[src/design/dph_pkg.sv]
// Shared constants, types and temperature scaling constants for the packet histogrammer.
package dph_pkg;

	localparam int WORD_W = 16;
	localparam int BIN_W = 16;
	localparam int ENERGY_BITS = 16;
	localparam int COARSE_SHIFT = 4;
	localparam int COUNT_BITS = 32;

	localparam int FINE_AW = 16;
	localparam int FINE_DEPTH = 1 << FINE_AW;
	localparam int COARSE_AW = ENERGY_BITS - COARSE_SHIFT;
	localparam int COARSE_DEPTH = 1 << COARSE_AW;

	localparam int POS_W = 17;
	localparam int CNT_W = 17;
	localparam int TEMP_W = 17;

	localparam logic [POS_W-1:0] POS_MAX = {POS_W{1'b1}};
	localparam logic [POS_W-1:0] POS_HEADER = POS_W'(0);
	localparam logic [POS_W-1:0] POS_COUNT_LO = POS_W'(2);
	localparam logic [POS_W-1:0] POS_COUNT_HI = POS_W'(3);
	localparam logic [POS_W-1:0] POS_TEMP = POS_W'(5);
	localparam logic [POS_W-1:0] POS_ENERGY = POS_W'(8);

	localparam logic [WORD_W-1:0] HEADER_RESET = 16'h5A5A;

	localparam logic ACT_PACKET = 1'b0;
	localparam logic ACT_READ = 1'b1;
	localparam logic KIND_SUMMARY = 1'b0;
	localparam logic KIND_BIN = 1'b1;

	localparam int TDATA_IN_W = 32;
	localparam int TUSER_IN_W = 3;
	localparam int TDATA_OUT_W = 72;

	localparam int OUT_DEPTH = 8;
	localparam int OUT_AW = 3;
	localparam logic [OUT_AW:0] OUT_LIMIT = (OUT_AW + 1)'(OUT_DEPTH);

	// temperature: q = floor(u / DIV), u = U0 - SLOPE * w (rounding folded into U0)
	localparam int TEMP_SHIFT = 20;
	localparam int TEMP_U_W = 42;
	localparam int TEMP_M_W = 20;
	localparam int TEMP_C_W = 36;
	localparam longint TEMP_U0_L = 64'sd867377810295;
	localparam longint TEMP_DIV_L = 64'sd17956590;
	localparam longint TEMP_SLOPE_L = 64'sd16000000;
	localparam logic [TEMP_C_W-1:0] TEMP_C =
		TEMP_C_W'((TEMP_U0_L <<< TEMP_SHIFT) / TEMP_DIV_L);
	localparam logic [TEMP_M_W-1:0] TEMP_M =
		TEMP_M_W'(((TEMP_SLOPE_L <<< TEMP_SHIFT) + TEMP_DIV_L / 2) / TEMP_DIV_L);
	localparam logic signed [TEMP_U_W-1:0] TEMP_U0 = TEMP_U_W'(TEMP_U0_L);
	localparam logic signed [TEMP_U_W-1:0] TEMP_DIV = TEMP_U_W'(TEMP_DIV_L);
	localparam logic signed [TEMP_U_W-1:0] TEMP_SLOPE = TEMP_U_W'(TEMP_SLOPE_L);
	localparam logic signed [TEMP_W-1:0] TEMP_ONE = TEMP_W'(1);

	typedef struct packed {
		logic valid;
		logic bump;
		logic [FINE_AW-1:0] fine_addr;
		logic [COARSE_AW-1:0] coarse_addr;
	} hist_req_t;

	typedef struct packed {
		logic [COUNT_BITS-1:0] fine_count;
		logic [COUNT_BITS-1:0] coarse_count;
	} hist_rsp_t;

endpackage

[src/design/dph_temp.sv]
// Pipelined word-to-temperature conversion: estimate by reciprocal, then one-step correction.
module dph_temp (
	input  logic clk,
	input  logic [dph_pkg::WORD_W-1:0] word_s1,
	output logic signed [dph_pkg::TEMP_W-1:0] temp_s4
);
	import dph_pkg::*;

	logic [TEMP_C_W-1:0] prod_s2;
	logic [WORD_W-1:0] word_s2;
	logic signed [TEMP_C_W+1:0] diff;
	logic signed [TEMP_W-1:0] est_s3, est_s4;
	logic signed [TEMP_U_W-1:0] u_s3, u_s4, chk_s4, rem;

	always_comb begin
		diff = $signed({2'b00, TEMP_C}) - $signed({2'b00, prod_s2});
	end

	always_ff @(posedge clk) begin
		prod_s2 <= TEMP_M * word_s1;
		word_s2 <= word_s1;
		est_s3 <= TEMP_W'(diff >>> TEMP_SHIFT);
		u_s3 <= TEMP_U0 - $signed({{(TEMP_U_W - WORD_W){1'b0}}, word_s2}) * TEMP_SLOPE;
		chk_s4 <= $signed(TEMP_U_W'(est_s3)) * TEMP_DIV;
		est_s4 <= est_s3;
		u_s4 <= u_s3;
	end

	// estimate is off by at most one either way
	always_comb begin
		rem = u_s4 - chk_s4;
		if (rem < 0) begin
			temp_s4 = est_s4 - TEMP_ONE;
		end else if (rem >= TEMP_DIV) begin
			temp_s4 = est_s4 + TEMP_ONE;
		end else begin
			temp_s4 = est_s4;
		end
	end

endmodule

[config.mk]
export PLATFORM = sky130hd
export DESIGN_NAME = dph_temp
export DESIGN_NICKNAME = d
export VERILOG_FILES = /design/src/design/dph_pkg.sv /design/src/design/dph_temp.sv
export SDC_FILE = /design/constraint.sdc
export NUM_CORES = 1
export LEC_CHECK = 0
export ABC_CLOCK_PERIOD_IN_PS = 8000
export BUFFER_PORTS_ARGS = -buffer_cell sky130_fd_sc_hd__buf_2
export CAP_MARGIN = 20
export CORE_MARGIN = 2
export CORE_UTILIZATION = 43
export CTS_CLUSTER_DIAMETER = 40
export CTS_CLUSTER_SIZE = 8
export DETAILED_ROUTE_END_ITERATION = 7
export GPL_TIMING_DRIVEN = 0
export PLACE_DENSITY = 0.62
export SYNTH_ARGS = -nofsm -noshare
export SYNTH_HDL_FRONTEND = slang
export SYNTH_SLANG_ARGS = --single-unit
[constraint.sdc]
create_clock -name clk -period 8 [get_ports clk]
set_clock_uncertainty 0.15 [all_clocks]
set_input_delay 0.4 -clock clk [delete_from_list [all_inputs] [get_ports clk]]
set_output_delay 0.4 -clock clk [all_outputs]
set_load 0.03 [all_outputs]
Word level (Yosys, flattened, before mapping) --
Cells that the tools add are included.
Storage, ports and cells: register bits 209, input port bits 17, logic and storage cells 19
Cells by class: add/sub/neg operators 5, multiply operators 3, $lt $le $gt $ge 2, mux-type cells 2
Operators by type and width (count):
- $ge 42x26->1 const B | 1
- $lt 42x1->1 const B | 1
- $sub 41x42->42 | 1
- $mul 17x25->41 const B | 1
- $sub 40x40->41 const A | 1
- $sub 36x36->37 const A | 1
- $mul 20x16->36 const A | 1
- $mux 17 | 2
- $mul 16x14->30 const B | 1
- $add 17x2->17 const B | 1
- $sub 17x2->17 const B | 1

Longest topological paths before layout --
depth in word-level cells 4, gate-level depth with buffers 26, gate-level depth less buffers 26

Worst setup path after synthesis --
No wires, ideal clock.
path type reg-to-reg, from reg word_s2[2], to reg u_s3[39], setup time 0.122 ns, data arrival time 5.883 ns, path slack 1.844 ns, cell stages (with the launch flop) 24, clock period less this slack 6.156 ns, cells stage by stage dfxtp_1 inv_1 fa_1 inv_1 fa_1 fa_1 fa_1 ha_1 inv_1 fa_1 inv_1 ha_1 clkbuf_1 nand4_1 a221o_1 o211ai_1 nand2_1 xnor2_1 or2_2 a31oi_1 and4bb_2 o21ai_1 a31oi_1 xnor2_1
On the way: longest elaborated chain between the ends 2
RTL lines:
- from (decl) | line dph_temp.sv:10 | logic [WORD_W-1:0] word_s2;
- from (signal assigned) | line dph_temp.sv:21 | word_s2 <= word_s1;
- $mul 16x14->30 | line dph_temp.sv:23 | u_s3 <= TEMP_U0 - $signed({{(TEMP_U_W - WORD_W){1'b0}}, word_s2}) * TEMP_SLOPE;
- $sub 40x40->41 | line dph_temp.sv:23
- to (signal assigned) | line dph_temp.sv:23
- to (decl) | line dph_temp.sv:13 | logic signed [TEMP_U_W-1:0] u_s3, u_s4, chk_s4, rem;
No other way between the ends.

Worst setup path after layout --
from reg est_s3[4], to reg chk_s4[35]
On the way: longest elaborated chain between the ends 1
RTL lines:
- from (decl) | line dph_temp.sv:12 | logic signed [TEMP_W-1:0] est_s3, est_s4;
- from (signal assigned) | line dph_temp.sv:22 | est_s3 <= TEMP_W'(diff >>> TEMP_SHIFT);
- $mul 17x25->41 | line dph_temp.sv:24 | chk_s4 <= $signed(TEMP_U_W'(est_s3)) * TEMP_DIV;
- to (signal assigned) | line dph_temp.sv:24
- to (decl) | line dph_temp.sv:13
No other way between the ends.

==> flow_results.xml <==
<?xml version="1.0" encoding="UTF-8"?>
<metrics>
  <group name="synthesis">
    <metric name="synth.net_count" unit="">3138</metric>
    <metric name="seq_area_frac_synth" unit="">0.159</metric>
    <metric name="syn_inst_count" unit="">2391</metric>
    <metric name="ys_seq_elements" unit="">184</metric>
    <metric name="postSynthAreaPerCell" unit="µm²">9.70</metric>
    <metric name="synth.cell_area" unit="mm²">0.0232</metric>
    <metric name="yosys.area.top_type" unit="">sky130_fd_sc_hd__ha_1</metric>
    <metric name="yosys.cell_types.count" unit="">92</metric>
    <metric name="yosys-top-cells-area" unit="">sky130_fd_sc_hd__ha_1 (24%), sky130_fd_sc_hd__fa_1 (24%), sky130_fd_sc_hd__dfxtp_1 (16%), sky130_fd_sc_hd__inv_1 (7.8%), sky130_fd_sc_hd__xnor2_1 (3.8%)</metric>
    <metric name="async_set_or_reset_flop_fraction_in_the_synthesized_netlist" unit="">0</metric>
    <metric name="synth_top_cell_area_share" unit="">0.243</metric>
    <metric name="ys_dominant_reg_cell" unit="">sky130_fd_sc_hd__dfxtp_1</metric>
    <metric name="synth_enable_flop_cells" unit="">0</metric>
    <metric name="ys.warnings.count" unit="">0</metric>
  </group>
  <group name="drt">
    <metric name="avgViaCountPerCell" unit="">5.18</metric>
    <metric name="drt-pass1-iter-count" unit="">5</metric>
    <metric name="dr_total_vias" unit="">16300</metric>
    <metric name="routed_wire_length_per_instance" unit="µm">16.5</metric>
    <metric name="drt-total-wl" unit="mm">52.0</metric>
    <metric name="detailedRoute.firstIterationViolations" unit="">717</metric>
    <metric name="antenna_violating_nets_post_route" unit="">0</metric>
    <metric name="total_drc_errors_in_the_routed_layout" unit="">0</metric>
  </group>
  <group name="critical_path">
    <metric name="crit_buf_inv" unit="">4</metric>
    <metric name="cpLargestDelayFamily" unit="">adder cells</metric>
    <metric name="most_used_cell_along_the_critical_path" unit="">sky130_fd_sc_hd__fa_1</metric>
    <metric name="start_kind" unit="">flop</metric>
    <metric name="critical_path.endpoint_type" unit="">flop</metric>
    <metric name="worstPathRequired" unit="ns">8.23</metric>
    <metric name="critPathKind" unit="">flop to flop</metric>
    <metric name="timing.critical_path.fanout_max" unit="">7</metric>
    <metric name="delay_of_the_slowest_cell_on_the_worst_path" unit="ns">0.80</metric>
    <metric name="worstPathCellList" unit="">fa_1 &gt; fa_1 &gt; inv_1 &gt; fa_1 &gt; inv_1 &gt; fa_1 &gt; inv_1 &gt; fa_1 &gt; fa_1 &gt; inv_1 &gt; ha_1 &gt; a21oi_1 &gt; nand2b_1 &gt; o21ai_0 &gt; a31o_2 &gt; a41oi_1 &gt; or2_2 &gt; or3_1 &gt; a21oi_1 &gt; xnor2_1</metric>
    <metric name="cpMaxStageDelayCell" unit="">sky130_fd_sc_hd__dfxtp_1</metric>
    <metric name="r2r-start" unit="">est_s3[4]$_DFF_P_</metric>
    <metric name="worstPathArrival" unit="ns">7.50</metric>
    <metric name="critPathLaunch" unit="">est_s3[4]$_DFF_P_</metric>
  </group>
  <group name="timing">
    <metric name="relSlewSlack" unit="">0.433</metric>
    <metric name="timing.final.crit_share" unit="">0.910</metric>
    <metric name="report.final.slew_viol_count" unit="">0</metric>
    <metric name="fmaxAchievable" unit="GHz">0.137</metric>
    <metric name="timing_hold_violations_final" unit="">0</metric>
    <metric name="grt_setup_unrepaired" unit="">no</metric>
    <metric name="totalNegativeSetupSlack" unit="ns">0</metric>
    <metric name="number_of_endpoints_failing_setup_at_the_final_stage" unit="">0</metric>
    <metric name="timing_worst_slew_pin_value" unit="ns">0.842</metric>
    <metric name="min_clock_period_post_route" unit="ns">7.28</metric>
  </group>
  <group name="run">
    <metric name="max_cap_viol_count" unit="">0</metric>
  </group>
  <group name="placed_design">
    <metric name="place.gp.congestion" unit="">0.905</metric>
    <metric name="detailed_placer_s_ending_hpwl" unit="mm">44.7</metric>
    <metric name="port_buffers" unit="">33</metric>
  </group>
  <group name="clocking">
    <metric name="clk_pin_slew_worst_paths" unit="ns">0.07</metric>
    <metric name="clock_sink_count" unit="">184</metric>
    <metric name="cts_buffer_depth" unit="">2</metric>
    <metric name="postCtsSetupRepairBufs" unit="">0</metric>
    <metric name="clkLatencyLatePin" unit="ns">0.45</metric>
    <metric name="cts-root-buf" unit="">sky130_fd_sc_hd__clkbuf_16</metric>
    <metric name="cts_tree" unit="">built</metric>
    <metric name="cts-resized-gates" unit="">0</metric>
    <metric name="tritoncts.num_buffers" unit="">17</metric>
    <metric name="cts_hold_repair.buffers" unit="">0</metric>
    <metric name="h-tree-depth" unit="">4</metric>
  </group>
  <group name="cells_and_area">
    <metric name="fillCellCount" unit="">5093</metric>
    <metric name="synthToLayoutAreaGrowth" unit="%">7.08</metric>
    <metric name="antenna_cells_inserted" unit="">0</metric>
    <metric name="drive_above_1_share" unit="">0.0473</metric>
    <metric name="utilization" unit="">0.463</metric>
    <metric name="most_common_cell_after_layout_fill_and_taps_aside" unit="">sky130_fd_sc_hd__inv_1</metric>
    <metric name="finalNetCount" unit="">3190</metric>
    <metric name="layout.cells.most_common_list" unit="">sky130_fd_sc_hd__inv_1 (481), sky130_fd_sc_hd__ha_1 (451), sky130_fd_sc_hd__fa_1 (279)</metric>
  </group>
  <group name="global_route">
    <metric name="grt_pass1_wl" unit="mm">86.0</metric>
    <metric name="maximum_number_of_pins_on_one_net_before_global_route_repair" unit="">17</metric>
    <metric name="grt_antenna_before_repair" unit="">0</metric>
    <metric name="globalRoute.totalOverflow" unit="">0</metric>
    <metric name="vias_in_the_first_global_route" unit="">16800</metric>
    <metric name="grt_usage" unit="">0.192</metric>
  </group>
  <group name="floorplanning">
    <metric name="floorplan.die.height" unit="µm">236</metric>
    <metric name="starting_density_of_the_core" unit="">0.433</metric>
    <metric name="top_level_ports" unit="">34</metric>
    <metric name="die_area" unit="mm²">0.0558</metric>
    <metric name="core.rowCount" unit="">85</metric>
    <metric name="die_w" unit="µm">236</metric>
    <metric name="fp.coreArea" unit="mm²">0.0536</metric>
  </group>
  <group name="hold_path">
    <metric name="hold_class" unit="">input pin to flop</metric>
    <metric name="hold_path_startpoint" unit="">word_s1[11]</metric>
  </group>
  <group name="outcome">
    <metric name="run_status" unit="">finished, final reports clean</metric>
  </group>
</metrics>
## registers in the layout, indices dropped and copies added, names as in the netlist
name     flops
u_s4        31
chk_s4      40
est_s4      17
prod_s2     32
est_s3      17
u_s3        31
word_s2     16
## worst paths after layout
path / depth (start not counted) / slack (ns) / to
worst min-delay path: 1 / 0.06 / word_s2[11]$_DFF_P_
worst max register to register: 20 / 0.72 / chk_s4[35]$_DFF_P_
worst min register to register: 0 / 0.18 / u_s4[26]$_DFF_P_
worst max-delay path: 20 / 0.72 / chk_s4[35]$_DFF_P_
## Yosys cell counts, drive strengths merged (4+ instances only)
| library cell | n |
|---|---|
| a2111oi | 7 |
| a211o | 5 |
| a211oi | 15 |
| a21boi | 5 |
| a21o | 49 |
| a21oi | 99 |
| a221o | 4 |
| a22oi | 5 |
| a31o | 4 |
| a31oi | 23 |
| a32oi | 5 |
| a41oi | 11 |
| and2 | 16 |
| and3 | 25 |
| and4 | 9 |
| buf | 11 |
| clkbuf | 13 |
| dfxtp | 184 |
| fa | 279 |
| ha | 451 |
| inv | 481 |
| mux2 | 4 |
| mux2i | 4 |
| nand2 | 77 |
| nand2b | 24 |
| nand3 | 31 |
| nand4 | 16 |
| nor2 | 88 |
| nor2b | 19 |
| nor3 | 36 |
| nor3b | 10 |
| nor4 | 15 |
| o2111ai | 6 |
| o211ai | 10 |
| o21a | 26 |
| o21ai | 82 |
| o21bai | 11 |
| o221ai | 4 |
| or2 | 9 |
| or3 | 17 |
| xnor2 | 100 |
| xor2 | 51 |
## final cells by class
cell class / count / area [µm²] / area share
multi-input cells: 1702 / 17600 / 0.707
plain buffers: 24 / 153 / 0.00615
clock buffers: 19 / 433 / 0.0174
flip-flops and latches: 184 / 3680 / 0.148
inverters: 481 / 1810 / 0.0727
repair buffers: 33 / 165 / 0.00665
well taps: 696 / 871 / 0.0351
clock inverters: 12 / 173 / 0.00695
## metrics by stage
step	cell area (µm²)	hold WS (ns)	setup slack [ns]	cells
global placement	24200	0.161	0.845	3120
global route	24800	0.0336	0.434	3151
floorplan	23200	0.160	1.84	2391
finish	24800	0.0569	0.721	3151
detailed placement	24200	0.162	0.795	3120
CTS	24800	0.0273	0.778	3151
## layer usage
metal,track usage,wire length [µm]
met1,0.253,24200
met2,0.332,25100
met3,0.0240,1370
met4,0.0549,1330
met5,0,0
## cells by family (layout without fill, tap and decap cells)
| logic type | count (synthesis) | after routing | share of synthesized area |
|---|---|---|---|
| xor+xnor | 151 | 151 | 0.0570 |
| mux | 8 | 8 | 0.00367 |
| flops | 184 | 184 | 0.159 |
| fa+ha+maj | 730 | 730 | 0.484 |
| simple gates | 409 | 409 | 0.0944 |
| buf+inv | 505 | 569 | 0.0844 |
| compound gates | 404 | 404 | 0.118 |
Power is not shown: default switching activity piles up to over one toggle a cycle in this logic, so the estimate is an artifact.
